[src/hdl/multi_timer_expiry_scheduler_macros.svh]
// Assertion macros for the timer expiry scheduler.
// Define ASSERT_OFF to compile every assertion away; no other dependencies.
`ifndef MULTI_TIMER_EXPIRY_SCHEDULER_MACROS_SVH
`define MULTI_TIMER_EXPIRY_SCHEDULER_MACROS_SVH
`ifndef ASSERT_OFF
// Property checked on every rising clock edge, disabled while reset is low
`define MTES_ASSERT(lbl, clk, rst_n, prop, msg) \
  lbl: assert property (@(posedge clk) disable iff (!rst_n) (prop)) else $error(msg);
// Antecedent in one cycle implies consequent in the next
`define MTES_ASSERT_NEXT(lbl, clk, rst_n, ante, cons, msg) \
  lbl: assert property (@(posedge clk) disable iff (!rst_n) (ante) |=> (cons)) else $error(msg);
`else
`define MTES_ASSERT(lbl, clk, rst_n, prop, msg)
`define MTES_ASSERT_NEXT(lbl, clk, rst_n, ante, cons, msg)
`endif
`endif

[src/hdl/mtes_pkg.sv]
// Shared types and fixed field widths of the timer expiry scheduler.
// No dependencies.
package mtes_pkg;

  // Field widths fixed by the item format
  localparam int ID_W       = 4;
  localparam int PERIOD_W   = 31;
  localparam int STAMP_W    = 32;
  localparam int OUT_TIME_W = 48;

  // Input item operations
  typedef enum logic [1:0] {
    ACT_START = 2'd0,
    ACT_STOP  = 2'd1,
    ACT_TICK  = 2'd2
  } act_e;

endpackage

[src/hdl/mtes_ram.sv]
// Generic single write port, single read port RAM with registered read data.
// No dependencies.
module mtes_ram #(
  parameter int WIDTH = 8,
  parameter int DEPTH = 16,
  parameter int ADDR_W = (DEPTH > 1) ? $clog2(DEPTH) : 1
) (
  input  logic              clk_i,
  input  logic              we_i,
  input  logic [ADDR_W-1:0] waddr_i,
  input  logic [WIDTH-1:0]  wdata_i,
  input  logic [ADDR_W-1:0] raddr_i,
  output logic [WIDTH-1:0]  rdata_o
);

  logic [WIDTH-1:0] mem_q [DEPTH];
  logic [WIDTH-1:0] rdata_q;

  // Write and registered read
  always_ff @(posedge clk_i) begin
    if (we_i) begin
      mem_q[waddr_i] <= wdata_i;
    end
    rdata_q <= mem_q[raddr_i];
  end

  assign rdata_o = rdata_q;

endmodule

[src/hdl/multi_timer_expiry_scheduler.sv]
// Deadline-ordered timer queue: slot RAM, armed bits and the tick sequencer.
// Depends on mtes_pkg, mtes_ram and multi_timer_expiry_scheduler_macros.svh.
//
// Start and stop items complete without leaving the idle state. A tick scans
// the slot RAM once per fired timer through its single read port, one slot
// per cycle, and picks the earliest expiry (newest stamp on a tie, lowest slot
// after that) with one shared comparator. Each result waits until the result
// register has drained. The input is not ready until the tick has emitted its
// last result; the final result may still sit in the output register while
// the next item is taken.
`include "multi_timer_expiry_scheduler_macros.svh"

module multi_timer_expiry_scheduler #(
  parameter int NUM_TIMERS = 16,
  parameter int TIME_BITS  = 48
) (
  input  logic                                clk_i,
  input  logic                                rst_ni,
  input  logic                                in_valid_i,
  output logic                                in_ready_o,
  input  logic [1:0]                          action_i,
  input  logic [mtes_pkg::ID_W-1:0]           timer_id_i,
  input  logic [mtes_pkg::PERIOD_W-1:0]       interval_ms_i,
  input  logic                                one_shot_i,
  input  logic [mtes_pkg::OUT_TIME_W-1:0]     now_ms_i,
  output logic                                out_valid_o,
  input  logic                                out_ready_i,
  output logic [mtes_pkg::ID_W-1:0]           fired_id_o,
  output logic [mtes_pkg::OUT_TIME_W-1:0]     fired_deadline_o,
  output logic                                last_of_tick_o
);

  import mtes_pkg::*;

  localparam int IDX_W = (NUM_TIMERS > 1) ? $clog2(NUM_TIMERS) : 1;
  localparam int CNT_W = $clog2(NUM_TIMERS + 1);
  localparam int SUM_W = ((TIME_BITS > PERIOD_W) ? TIME_BITS : PERIOD_W) + 1;

  typedef struct packed {
    logic [TIME_BITS-1:0] expiry;
    logic [STAMP_W-1:0]   stamp;
    logic [PERIOD_W-1:0]  period;
    logic                 single;
  } slot_t;

  typedef enum logic [1:0] {
    ST_IDLE,
    ST_SCAN,
    ST_EMIT
  } state_e;

  state_e                state_q, state_d;
  logic [NUM_TIMERS-1:0] armed_q, armed_d;
  logic [NUM_TIMERS-1:0] due_q, due_d;
  logic [STAMP_W-1:0]    stamp_q, stamp_d;
  logic [TIME_BITS-1:0]  now_q, now_d;
  logic [CNT_W-1:0]      scan_cnt_q, scan_cnt_d;
  logic                  rd_vld_q, rd_vld_d;
  logic [IDX_W-1:0]      rd_idx_q, rd_idx_d;
  logic                  found_q, found_d;
  logic [IDX_W-1:0]      best_idx_q, best_idx_d;
  slot_t                 best_rec_q, best_rec_d;
  logic                  out_valid_q, out_valid_d;
  logic [ID_W-1:0]       out_id_q, out_id_d;
  logic [OUT_TIME_W-1:0] out_dl_q, out_dl_d;
  logic                  out_last_q, out_last_d;

  logic                  ram_we;
  logic [IDX_W-1:0]      ram_waddr;
  slot_t                 ram_wdata;
  slot_t                 rd_rec;

  logic [IDX_W-1:0]      id_idx;
  logic                  id_ok;
  logic [PERIOD_W-1:0]   iv_fix;
  logic [TIME_BITS-1:0]  add_a;
  logic [PERIOD_W-1:0]   add_b;
  logic [SUM_W-1:0]      add_sum;
  logic [TIME_BITS-1:0]  add_sat;
  logic                  scan_done;
  logic                  exp_le;
  logic                  better;
  logic [NUM_TIMERS-1:0] remaining;
  logic                  emit_fire;

  // Slot records: expiry, stamp, period and one-shot mark
  mtes_ram #(
    .WIDTH ($bits(slot_t)),
    .DEPTH (NUM_TIMERS)
  ) u_slot_ram (
    .clk_i   (clk_i),
    .we_i    (ram_we),
    .waddr_i (ram_waddr),
    .wdata_i (ram_wdata),
    .raddr_i (scan_cnt_q[IDX_W-1:0]),
    .rdata_o (rd_rec)
  );

  // Decode the addressed slot
  assign id_idx = IDX_W'(timer_id_i);
  assign id_ok  = (32'(timer_id_i) < NUM_TIMERS);
  assign iv_fix = (interval_ms_i == '0) ? PERIOD_W'(1) : interval_ms_i;

  // Shared saturating adder: new expiry on start and on periodic re-arm
  assign add_a   = (state_q == ST_IDLE) ? TIME_BITS'(now_ms_i) : now_q;
  assign add_b   = (state_q == ST_IDLE) ? iv_fix : best_rec_q.period;
  assign add_sum = SUM_W'(add_a) + SUM_W'(add_b);
  assign add_sat = (|add_sum[SUM_W-1:TIME_BITS]) ? '1 : add_sum[TIME_BITS-1:0];

  // Shared comparator: is the slot just read due, and does it beat the best so far
  assign scan_done = (scan_cnt_q == CNT_W'(NUM_TIMERS));
  assign exp_le    = (rd_rec.expiry <= now_q);
  assign better    = !found_q || (rd_rec.expiry < best_rec_q.expiry) ||
                     ((rd_rec.expiry == best_rec_q.expiry) &&
                      (rd_rec.stamp > best_rec_q.stamp));

  assign remaining = due_q & ~(NUM_TIMERS'(1) << best_idx_q);

  // Sequencer next state
  always_comb begin
    state_d     = state_q;
    armed_d     = armed_q;
    due_d       = due_q;
    stamp_d     = stamp_q;
    now_d       = now_q;
    scan_cnt_d  = scan_cnt_q;
    rd_vld_d    = rd_vld_q;
    rd_idx_d    = rd_idx_q;
    found_d     = found_q;
    best_idx_d  = best_idx_q;
    best_rec_d  = best_rec_q;
    out_id_d    = out_id_q;
    out_dl_d    = out_dl_q;
    out_last_d  = out_last_q;
    ram_we      = 1'b0;
    ram_waddr   = id_idx;
    ram_wdata   = '{expiry: add_sat, stamp: stamp_q, period: iv_fix, single: one_shot_i};
    emit_fire   = 1'b0;

    case (state_q)
      ST_IDLE: begin
        if (in_valid_i) begin
          case (act_e'(action_i))
            ACT_START: begin
              if (id_ok) begin
                ram_we          = 1'b1;
                armed_d[id_idx] = 1'b1;
                stamp_d         = stamp_q + STAMP_W'(1);
              end
            end
            ACT_STOP: begin
              if (id_ok) begin
                armed_d[id_idx] = 1'b0;
              end
            end
            ACT_TICK: begin
              due_d      = armed_q;
              now_d      = TIME_BITS'(now_ms_i);
              scan_cnt_d = '0;
              rd_vld_d   = 1'b0;
              found_d    = 1'b0;
              state_d    = ST_SCAN;
            end
            default: ;
          endcase
        end
      end

      ST_SCAN: begin
        // Issue the next read, then judge the slot whose registered read data is now back
        rd_vld_d = !scan_done;
        rd_idx_d = scan_cnt_q[IDX_W-1:0];
        if (!scan_done) begin
          scan_cnt_d = CNT_W'(scan_cnt_q + 1'b1);
        end
        if (rd_vld_q) begin
          if (due_q[rd_idx_q] && !exp_le) begin
            due_d[rd_idx_q] = 1'b0;
          end
          if (due_q[rd_idx_q] && exp_le && better) begin
            found_d    = 1'b1;
            best_idx_d = rd_idx_q;
            best_rec_d = rd_rec;
          end
        end else if (scan_done) begin
          state_d = found_q ? ST_EMIT : ST_IDLE;
        end
      end

      ST_EMIT: begin
        // Hold until the result register is free, then transfer and re-arm
        if (!out_valid_q || out_ready_i) begin
          emit_fire            = 1'b1;
          out_id_d             = ID_W'(best_idx_q);
          out_dl_d             = OUT_TIME_W'(best_rec_q.expiry);
          out_last_d           = (remaining == '0);
          due_d[best_idx_q]    = 1'b0;
          armed_d[best_idx_q]  = !best_rec_q.single;
          if (!best_rec_q.single) begin
            ram_we    = 1'b1;
            ram_waddr = best_idx_q;
            ram_wdata = '{expiry: add_sat, stamp: stamp_q,
                          period: best_rec_q.period, single: 1'b0};
            stamp_d   = stamp_q + STAMP_W'(1);
          end
          scan_cnt_d = '0;
          rd_vld_d   = 1'b0;
          found_d    = 1'b0;
          state_d    = (remaining == '0) ? ST_IDLE : ST_SCAN;
        end
      end

      default: state_d = ST_IDLE;
    endcase
  end

  assign out_valid_d = emit_fire || (out_valid_q && !out_ready_i);

  // State and registered outputs
  always_ff @(posedge clk_i or negedge rst_ni) begin
    if (!rst_ni) begin
      state_q     <= ST_IDLE;
      armed_q     <= '0;
      due_q       <= '0;
      stamp_q     <= '0;
      scan_cnt_q  <= '0;
      rd_vld_q    <= 1'b0;
      found_q     <= 1'b0;
      out_valid_q <= 1'b0;
    end else begin
      state_q     <= state_d;
      armed_q     <= armed_d;
      due_q       <= due_d;
      stamp_q     <= stamp_d;
      scan_cnt_q  <= scan_cnt_d;
      rd_vld_q    <= rd_vld_d;
      found_q     <= found_d;
      out_valid_q <= out_valid_d;
    end
  end

  // Payload registers
  always_ff @(posedge clk_i) begin
    now_q      <= now_d;
    rd_idx_q   <= rd_idx_d;
    best_idx_q <= best_idx_d;
    best_rec_q <= best_rec_d;
    out_id_q   <= out_id_d;
    out_dl_q   <= out_dl_d;
    out_last_q <= out_last_d;
  end

  assign in_ready_o       = (state_q == ST_IDLE);
  assign out_valid_o      = out_valid_q;
  assign fired_id_o       = out_id_q;
  assign fired_deadline_o = out_dl_q;
  assign last_of_tick_o   = out_last_q;

  `MTES_ASSERT(a_emit_due, clk_i, rst_ni, (state_q == ST_EMIT) |-> (found_q && due_q[best_idx_q]), "emit without a due slot")
  `MTES_ASSERT(a_stamp_step, clk_i, rst_ni, (stamp_q == $past(stamp_q)) || (stamp_q == $past(stamp_q) + STAMP_W'(1)), "stamp jumped")
  `MTES_ASSERT(a_out_src, clk_i, rst_ni, $rose(out_valid_q) |-> $past(state_q == ST_EMIT), "result not from emit")
  `MTES_ASSERT_NEXT(a_last_idle, clk_i, rst_ni, emit_fire && (remaining == '0), state_q == ST_IDLE, "tick did not end on last result")

endmodule

[config.mk]
export PLATFORM = sky130hd
export DESIGN_NAME = multi_timer_expiry_scheduler
export DESIGN_NICKNAME = d
export VERILOG_FILES = /design/src/hdl/mtes_pkg.sv /design/src/hdl/mtes_ram.sv /design/src/hdl/multi_timer_expiry_scheduler.sv
export VERILOG_INCLUDE_DIRS = /design/src /design/src/hdl
export SDC_FILE = /design/constraint.sdc
export NUM_CORES = 2
export LEC_CHECK = 0
export ABC_AREA = 1
export BUFFER_PORTS_ARGS = -buffer_cell sky130_fd_sc_hd__buf_2
export CORE_ASPECT_RATIO = 1.25
export CORE_MARGIN = 2
export CORE_UTILIZATION = 40
export CTS_BUF_LIST = sky130_fd_sc_hd__clkbuf_4
export DETAILED_ROUTE_END_ITERATION = 12
export PLACE_DENSITY_LB_ADDON = 0.05
export SETUP_SLACK_MARGIN = 0.3
export SYNTH_ARGS = -nofsm -noshare
export SYNTH_HDL_FRONTEND = slang
export SYNTH_SLANG_ARGS = --single-unit
[constraint.sdc]
create_clock -name clk_i -period 12.8 [get_ports clk_i]
set_input_delay 2.56 -clock clk_i [delete_from_list [all_inputs] [get_ports clk_i]]
set_output_delay 2.56 -clock clk_i [all_outputs]
set_load 0.005 [all_outputs]
==> flow_summary_export.csv <==
group,metric,value,unit
outcome,status,"completed",
floorplan,rows,194,
setup_path,required,13720,ps
min_path,worst_hold_path_type,"reg2reg",
clock_tree,path_clk_slew,60,ps
setup_path,start_kind,"input port",
power,leakage,35.14,nW
floorplan,die_width,427.7,um
synthesis,synth_top_flop_cell,"edfxtp_1",
clock_tree,cts_root_buf,"clkbuf_4",
synthesis,synth_warnings,0,
layout,nets,7998,
clock_tree,cts_setup_buffers,0,
clock_tree,max-clock-path-buffers,4,
placement,gp_congestion,0.9207,
setup_path,cp-end-kind,"flop",
synthesis,synth_most_common_cell,"edfxtp_1",
floorplan,die_area,228200,sq um
global_route,grt_pass1_wl,410.6,mm
routing,wl_per_cell,25.83,um
setup_path,critPathKind,"in2reg",
synthesis,syn-num-nets,7531,
routing,drc,0,
floorplan,die-height,533.6,um
min_path,min_from,"u_slot_ram.rdata_o[25]$_DFF_P_",
setup_path,crit_fanout,37,
layout,fillers,20900,
clock_tree,insertion_delay,1340,ps
global_route,grt.busiest_layer,"met2",
placement,place_area,94070,sq um
layout,final_util,0.4548,
setup_path,cp_data_arrival_time,7130,ps
floorplan,io_pins,145,
clock_tree,ctsHtreeMaxLevel,6,
placement,dp_hpwl,154.2,mm
global_route,grt_max_degree,207,
global_route,grt_pass1_vias,60030,
synthesis,yosys.area.top_type,"edfxtp_1",
timing,slew_viol_final,0,
placement,place_inst,10100,
layout,final_cells,11120,
global_route,overflow,0,
timing,min_period_over_period,0.4853,
placement,port_buffers,144,
synthesis,yosysSeqAreaShare,0.7191,
timing,setup_viol,0,
global_route,grtUsageMet3,0.03909,
synthesis,synth_top_area_frac,0.6735,
clock_tree,clkSinkCount,2199,
timing,finClkSkew,112.2,ps
routing,wl,287.3,mm
timing,setup_tns,0,ps
placement,pre_cts_ws,5343,ps
clock_tree,cts-hold-fix-buffers,0,
setup_path,cp-startpoint,"interval_ms_i[25]",
clock_tree,post_cts_resize_count,0,
synthesis,synth_area_per_cell,12.34,sq um
synthesis,synth_enable_flop_cells,2013,
clock_tree,cts_buffers,579,
layout,register_area,64550,sq um
timing,min_period,6212,ps
timing,hold_ws,384.0,ps
power,total_power,22.81,mW
global_route,track_usage,0.2468,
synthesis,synth.distinct_cells,55,
synthesis,syn_inst,7274,
timing,fmax,161.0,MHz
routing,drt_first_pass_iters,5,
power,power_density,224.6,nW/um^2
global_route,use_met1,0.3243,
timing,finalHoldViolations,0,
layout,multi_input_area,22460,sq um
synthesis,ys_top_cells_by_area,"edfxtp_1 67%, o21ai_0 6.0%, nor2_1 4.6%",
synthesis,ys_seq_elements,2199,
layout,postLayoutCellArea,101600,sq um
setup_path,worstReg2RegStart,"state_q[0]$_DFFE_PN0P_",
floorplan,start_util,0.4019,
floorplan,core,223300,sq um
layout,layout-drive-gt1-share,0.1620,
timing,tightestPinTransition,1343,ps
global_route,grt_use_met2,0.4200,
synthesis,postSynth.asyncResetShare,0.03365,
synthesis,synthesis.area,89750,sq um
routing,drt-initial-drc-count,4615,
timing,post-route-worst-setup-slack,6588,ps
timing,slew_headroom,0.09519,
synthesis,synth_common_cells,"2013 x edfxtp_1, 1091 x nor2_1, 1073 x o21ai_0",
routing,via_per_inst,5.470,
global_route,antenna_found_initial,16,
clock_tree,cts_tree,"yes",
routing,vias,60850,
routing,ant_nets,0,
power,peakVddDrop,0.1324,mV
timing,rsz0062_at_grt,"no",
flow_run,drv_cap,0,
layout,area_growth,13.15,%
sequential cells by signal (all words and copies together) (netlist names), named ones only:
register,cells
now_q,48
rd_vld_q,1
stamp_q,32
scan_cnt_q,5
best_idx_q,4
found_q,1
best_rec_q,112
due_q,16
last_of_tick_o,1
fired_deadline_o,48
u_slot_ram.rdata_o,112
rd_idx_q,4
u_slot_ram.mem_q,1792
out_valid_o,1
state_q,2
fired_id_o,4
cell type report:
| class | count | share of cell area |
|---|---|---|
| clock inverter | 105 | 0.006418 |
| multi-input combinational | 4309 | 0.2211 |
| clock buffer | 908 | 0.06712 |
| timing repair buffer | 287 | 0.01942 |
| antenna | 11 | 0.0002710 |
| tap | 2940 | 0.03622 |
| sequential | 2199 | 0.6356 |
| inverter | 365 | 0.01381 |
metal layers:
layer,up-vias,part of all wire
met3,408,0.051
li1,27880,-
met5,-,0.00024
met2,1864,0.50
met4,10,0.024
met1,30690,0.43
where the power goes:
group	internal (mW)	switching, mW
Clock	3.38	2.88
Combinational	1.64	4.95
Sequential	9.49	0.465
Total	14.5	8.30
cell families (layout without fill, tap and decap cells):
kind of cell	Yosys count	after routing	synth area share
adder cells (fa/ha/maj)	167	167	0.02336
buffers and inverters	766	1665	0.03259
flip-flops	2199	2199	0.7191
AO/OA/AOI/OAI	1776	1776	0.1137
XOR/XNOR	48	48	0.004684
AND/OR/NAND/NOR	2318	2318	0.1066
other	0	11	0
worst max-delay path, cell delays in order:
cell and delay, ps:
buf_2 110, nor3_1 300, nand4_1 540, o21bai_1 380, nand2_1 70, o21ai_0 140, ha_1 360, fa_1 340
a21oi_1 170, o21ai_0 420, nand3_1 120, nand2_1 220, nand3_1 120, nand2_2 270, inv_4 330, o21ai_1 630
path summary, 6_finish.rpt:
| path | endpoint | slack [ps] | depth (start not counted) |
|---|---|---|---|
| max | u_slot_ram.mem_q[9][66]$_DFFE_PP_ | 6590 | 16 |
| min | best_rec_q[25]$_DFFE_PP_ | 380 | 0 |
| max reg2reg | u_slot_ram.mem_q[4][107]$_DFFE_PP_ | 6990 | 14 |
| min reg2reg | best_rec_q[25]$_DFFE_PP_ | 380 | 0 |
| max in group asynchronous | scan_cnt_q[1]$_DFFE_PN0P_ | 10330 | 2 |
| min in group asynchronous | out_valid_o$_DFF_PN0_ | 1190 | 1 |
cells in the final DEF, fill, tap and decap left out, drive strengths merged, types with 11 or more instances in the layout:
master | synthesis | layout
a21oi | 126 | 126
buf | 37 | 287
clkbuf | 364 | 908
clkinv | 0 | 80
dfrtp | 74 | 74
dfxtp | 112 | 112
diode | 0 | 11
edfxtp | 2013 | 2013
ha | 166 | 166
inv | 365 | 377
nand2 | 791 | 791
nand3 | 297 | 297
nand4 | 46 | 46
nor2 | 1100 | 1100
nor3 | 30 | 30
nor4 | 20 | 20
o211ai | 47 | 47
o21a | 11 | 11
o21ai | 1088 | 1088
o221ai | 178 | 178
o22ai | 281 | 281
or2 | 24 | 24
xnor2 | 14 | 14
xor2 | 34 | 34
No activity file was read; power rests on OpenSTA's default activity.
